--- src/rtl/sld_pkg.sv ---
// Package for the suspension linkage deflection block: constants, types and tables.
package sld_pkg;

  localparam int CoordW = 19;
  localparam int LinkW = 18;
  localparam int AngW = 16;
  localparam int IntvW = 16;
  localparam int DeflW = 20;
  localparam int SpeedW = 32;
  localparam int ZW = 34;
  localparam int CsW = 32;
  localparam int AtanEntries = 24;
  localparam int CordicStepsDefault = 16;

  localparam logic signed [ZW-1:0] PiQ28 = 34'sd843314857;
  localparam logic signed [ZW-1:0] HalfPiQ28 = 34'sd421657428;
  localparam logic signed [ZW-1:0] TwoPiQ28 = 34'sd1686629713;
  localparam logic signed [CsW-1:0] GainQ30 = 32'sd652032874;
  localparam logic [DeflW-1:0] LenMax = 20'hFFFFF;

  localparam logic [2:0] RegLowerX = 3'd0;
  localparam logic [2:0] RegLowerY = 3'd1;
  localparam logic [2:0] RegPivotX = 3'd2;
  localparam logic [2:0] RegPivotY = 3'd3;
  localparam logic [2:0] RegAxisX = 3'd4;
  localparam logic [2:0] RegAxisY = 3'd5;
  localparam logic [2:0] RegLink = 3'd6;

  typedef struct packed {
    logic start_arm;
    logic start_link;
    logic start_lin;
    logic start_sqrt;
    logic start_div_d;
    logic start_div_l;
    logic capture;
    logic commit;
  } sld_cmd_t;

  typedef struct packed {
    logic cordic_done;
    logic sqrt_done;
    logic div_done;
  } sld_stat_t;

  function automatic logic signed [ZW-1:0] atan_q28(input logic [4:0] i);
    logic signed [ZW-1:0] v;
    begin
      case (i)
        5'd0: v = 34'sd210828714;
        5'd1: v = 34'sd124459457;
        5'd2: v = 34'sd65760959;
        5'd3: v = 34'sd33381290;
        5'd4: v = 34'sd16755422;
        5'd5: v = 34'sd8385879;
        5'd6: v = 34'sd4193963;
        5'd7: v = 34'sd2097109;
        5'd8: v = 34'sd1048571;
        5'd9: v = 34'sd524287;
        default: v = (i < 5'd24) ? (34'sd1 <<< (5'd28 - i)) : 34'sd0;
      endcase
      return v;
    end
  endfunction

endpackage

--- src/rtl/sld_ctrl.sv ---
// Sequencing controller for the linkage deflection datapath.
module sld_ctrl import sld_pkg::*; (
  input  logic      clk,
  input  logic      rst_n,
  input  logic      in_fire,
  input  logic      in_cmd,
  input  logic      intv_zero,
  input  logic      out_free,
  input  sld_stat_t stat,
  output sld_cmd_t  cmd,
  output logic      busy,
  output logic      result_valid
);
  localparam logic [3:0] S_IDLE = 4'd0;
  localparam logic [3:0] S_ARM = 4'd1;
  localparam logic [3:0] S_LINK = 4'd2;
  localparam logic [3:0] S_SQRT = 4'd3;
  localparam logic [3:0] S_LIN = 4'd4;
  localparam logic [3:0] S_DIVD = 4'd5;
  localparam logic [3:0] S_DIVL = 4'd6;
  localparam logic [3:0] S_DONE = 4'd7;
  localparam logic [3:0] S_OUT = 4'd8;
  localparam logic [3:0] S_WAITD = 4'd9;
  localparam logic [3:0] S_LOAD = 4'd10;

  logic [3:0] state_r, state_nxt;
  logic       cmd_r, cmd_nxt;

  always_comb begin
    state_nxt = state_r;
    cmd_nxt = cmd_r;
    cmd = '0;
    unique case (state_r)
      S_IDLE: if (in_fire) begin
        cmd_nxt = in_cmd;
        state_nxt = S_LOAD;
      end
      // The item registers hold the new angles from here on.
      S_LOAD: begin
        cmd.start_arm = 1'b1;
        state_nxt = S_ARM;
      end
      S_ARM: if (stat.cordic_done) begin
        cmd.start_link = 1'b1;
        state_nxt = S_LINK;
      end
      S_LINK: if (stat.cordic_done) begin
        cmd.start_sqrt = 1'b1;
        state_nxt = S_SQRT;
      end
      S_SQRT: if (stat.sqrt_done) begin
        if (!cmd_r) begin
          cmd.capture = 1'b1;
          state_nxt = S_OUT;
        end else begin
          cmd.start_lin = 1'b1;
          state_nxt = S_LIN;
        end
      end
      S_LIN: if (stat.cordic_done) begin
        state_nxt = intv_zero ? S_DONE : S_DIVD;
      end
      S_DIVD: begin
        cmd.start_div_d = 1'b1;
        state_nxt = S_WAITD;
      end
      S_WAITD: if (stat.div_done) begin
        cmd.start_div_l = 1'b1;
        state_nxt = S_DIVL;
      end
      S_DIVL: if (stat.div_done) state_nxt = S_DONE;
      S_DONE: begin
        cmd.commit = 1'b1;
        state_nxt = S_OUT;
      end
      S_OUT: if (out_free) state_nxt = S_IDLE;
      default: state_nxt = S_IDLE;
    endcase
  end

  always_ff @(posedge clk) begin
    if (!rst_n) begin
      state_r <= S_IDLE;
      cmd_r <= 1'b0;
    end else begin
      state_r <= state_nxt;
      cmd_r <= cmd_nxt;
    end
  end

  assign busy = (state_r != S_IDLE);
  assign result_valid = (state_r == S_OUT);

  a_one_start: assert property (@(posedge clk) disable iff (!rst_n)
    $countones({cmd.start_arm, cmd.start_link, cmd.start_lin}) <= 1)
    else $error("two CORDIC starts at once");
  a_load_start: assert property (@(posedge clk) disable iff (!rst_n)
    cmd.start_arm |-> state_r == S_LOAD)
    else $error("arm start outside load");
  a_out_hold: assert property (@(posedge clk) disable iff (!rst_n)
    (state_r == S_OUT && !out_free) |=> state_r == S_OUT)
    else $error("result dropped");
endmodule

--- config.mk ---
export PLATFORM = sky130hd
export DESIGN_NAME = sld_ctrl
export DESIGN_NICKNAME = d
export VERILOG_FILES = /design/src/rtl/sld_pkg.sv /design/src/rtl/sld_ctrl.sv
export SDC_FILE = /design/constraint.sdc
export NUM_CORES = 1
export LEC_CHECK = 0
export BUFFER_PORTS_ARGS = -buffer_cell sky130_fd_sc_hd__buf_2
export CAP_MARGIN = 20
export CORE_AREA = 2 2 39 41
export CTS_CLUSTER_SIZE = 14
export DETAILED_ROUTE_END_ITERATION = 8
export DIE_AREA = 0 0 41 43
export GPL_ROUTABILITY_DRIVEN = 0
export PLACE_DENSITY_LB_ADDON = 0.05
export SLEW_MARGIN = 30
export SYNTH_ARGS = -nofsm -noshare
export SYNTH_HDL_FRONTEND = slang
export SYNTH_SLANG_ARGS = --single-unit
export TNS_END_PERCENT = 50
--- constraint.sdc ---
create_clock -name clk -period 3.2 [get_ports clk]
set_input_delay 0.96 -clock clk [delete_from_list [all_inputs] [get_ports clk]]
set_output_delay 0.96 -clock clk [all_outputs]
set_load 0.02 [all_outputs]
==> impl_metrics.csv <==
group,metric,value,unit
drt,wl_met1,535,microns
grt,grt_start_max_net_pins,17,
sta,setup_tns,0,ns
logic_synthesis,syn-num-nets,76,
pwr,clkPwrFrac,16.2,%
logic_synthesis,yosys_register_bits,5,
sta,fin_crit,2.60,ns
clock_network,numCtsBuffers,3,
sta,hold_viol,0,
logic_synthesis,netlist_top_cells_area,"dfxtp_1 (20%), nor2_1 (6.6%), nor2b_1 (6.1%), o311ai_4 (5.1%), nand2b_1 (4.9%)",
final_layout,nets,94,
setup_path,required,2.24,ns
setup_path,path_cells,"nor2b_1, nand3_1, nor2_1, buf_2",
grt,grt_pass1_vias,472,
final_layout,postLayoutCellArea,617,sq um
clock_network,cts_root_buffer,"clkbuf_4",
logic_synthesis,synth_enable_flop_cells,0,
drt,dr_wl_met2,611,microns
final_layout,diodes,0,
pwr,cellPowerDensity,749,mW/mm^2
drt,routed-wl-met3,47,microns
floorplan,num_io_pins,19,
drt,drt-initial-drc-count,14,
logic_synthesis,synthArstFlopShare,0,%
pwr,internal_power,236,uW
floorplan,die_y,43,microns
clock_network,cts_resized,0,
sta,timing_worst_slew_pin_value,0.553,ns
setup_path,cpPeakStageDelay,0.61,ns
setup_path,arrival,1.64,ns
logic_synthesis,ys_seq_area_share,19.6,%
clock_network,clock_latency,0.25,ns
drt,ant_nets,0,
sta,fin_ws,0.597,ns
floorplan,die_w,41,microns
logic_synthesis,synth_cells,67,
logic_synthesis,yosysTopAreaCellShare,19.6,%
grt,grt_overflow,0,
drt,via_per_inst,5.42,
final_layout,seq_area,100,sq um
drt,wl_per_cell,12.1,microns
setup_path,startpoint_type,"flip-flop",
sta,max_freq,384,MHz
worst_hold_path,min_path_type,"flip-flop to flip-flop",
clock_network,clockBufferDepth,2,
clock_network,clkSinkCount,5,
pwr,p_leak,0.280,nW
outcome,status,"finished clean",
clock_network,cts_setup_buffers,0,
sta,finalMaxSlewViolations,0,
final_layout,syn2layout_area_growth,20.5,%
pwr,p_sw,226,uW
placed_design,numPortBuffers,18,
grt,antenna_found_initial,0,
sta,fin_skew,0.00179,ns
logic_synthesis,synth.largest_area_cell,"dfxtp_1",
clock_network,ctsHoldBuffers,0,
sta,maxSlewHeadroom,63.1,%
run,cap_viol_max_count,0,
final_layout,multi_input_area,377,sq um
placed_design,dp_slack,0.849,ns
pwr,switching_share,49.0,%
logic_synthesis,ys_types,30,
floorplan,rows,14,
clock_network,cts_tree,"yes",
setup_path,cp_slowest_cell,"dfxtp_1",
logic_synthesis,synth_area_per_cell,7.64,sq um
pwr,irDropWorstVdd,0.000284,V
pwr,combinationalPowerShare,53.1,%
pwr,seq_power_share,30.7,%
sta,setup_violations,0,
drt,maxUsedRoutingLayer,"met4",
setup_path,cp-end-kind,"output port",
placed_design,placed_area,591,sq um
floorplan,start_util,37.0,%
logic_synthesis,syn_area,512,sq um
setup_path,worstSetupPathType,"flip-flop to output port",
drt,drc,0,
grt,grt_use_total,17.5,%
sta,rsz0062_at_grt,"false",
final_layout,drive_gt1_share,31.0,%
logic_synthesis,synth_ff_type,"dfxtp_1",
setup_path,crit_fanout,15,
grt,grt_pass1_wl,2060,microns
final_layout,fillers,151,
logic_synthesis,yosysWarnings,0,
drt,wirelength,1210,microns
floorplan,fp.dieArea,0.00176,sq mm
sta,fin_crit_sh,81.3,%
clock_network,path_clk_slew,0.04,ns
placed_design,hpwl,822,microns
logic_synthesis,yosysMostFrequentCell,"nor2_1",
logic_synthesis,synth_commonest_cells,"nor2_1 (9), dfxtp_1 (5), nand3_1 (5), nor2b_1 (5), o21ai_1 (5)",
drt,firstDrtPassIters,4,
clock_network,htreeDepth,1,
drt,num_vias,542,
floorplan,core_area,0.00138,sq mm
registers in the layout (all words and copies together), names as in the netlist:
register / flops
cmd_r: 1
state_r: 4
path summary, 6_finish.rpt:
| kind | startpoint | to | slack [ns] | cells after the start |
|---|---|---|---|---|
| hold reg to reg | cmd_r$_SDFFE_PN0P_ | cmd_r$_SDFFE_PN0P_ | 0.57 | 2 |
| setup / recovery | state_r[1]$_SDFFE_PN0P_ | cmd[1] | 0.60 | 4 |
| setup reg to reg | state_r[1]$_SDFFE_PN0P_ | state_r[0]$_SDFFE_PN0P_ | 1.54 | 5 |
| hold / removal | cmd_r$_SDFFE_PN0P_ | cmd_r$_SDFFE_PN0P_ | 0.57 | 2 |
per-stage QoR:
stage          instances  hold WS, ns  util [%]  power, mW
2_1_floorplan         67        0.524         -      0.342
3_3_place_gp          96        0.559      42.7      0.392
3_5_place_dp          96        0.567      42.7      0.388
4_1_cts              100        0.577      44.6      0.467
5_1_grt              100        0.610      44.6      0.499
6_report             100        0.572      44.6      0.462
layer usage:
layer,track usage [%],up-vias
li1,-,276
met1,20.6,251
met2,25.9,13
met3,4.71,2
met4,12.0,0
met5,0,-
power by group through the flow:
stage	sequential (mW)	clock [mW]	combinational, mW
after global placement	0.144	0	0.248
after detailed placement	0.142	0	0.246
after CTS	0.141	0.0788	0.247
after global routing	0.149	0.0808	0.269
final	0.142	0.0748	0.246
after floorplan	0.102	0	0.240
kinds of logic after synthesis:
logic type / Yosys count / share of synthesized area [%]
multiplexers: 2 / 3.91
flip-flops: 5 / 19.6
AO/OA/AOI/OAI: 13 / 20.3
buffers and inverters: 6 / 6.85
AND/OR/NAND/NOR: 41 / 49.4
cell usage in the layout, fill, tap and decap left out, types with 3 or more instances in the layout:
cell,Yosys,layout
and3_1,3,3
buf_2,4,18
clkbuf_4,0,3
dfxtp_1,5,5
nand2b_1,4,4
nand3_1,5,5
nor2_1,9,9
nor2b_1,5,5
o21ai_1,5,5
worst max-delay path, delay by kind of cell (launching register included):
family,cells,cell delay (ns)
simple gates,3,0.63
flops,1,0.61
buf+inv,1,0.17
final cells by class:
type | instances | share of cell area [%]
tap | 16 | 3.25
multi-input combinational | 56 | 61.1
clock buffer | 4 | 4.26
inverter | 1 | 0.609
sequential | 5 | 16.2
timing repair buffer | 18 | 14.6
No activity file was read; power rests on OpenSTA's default activity.
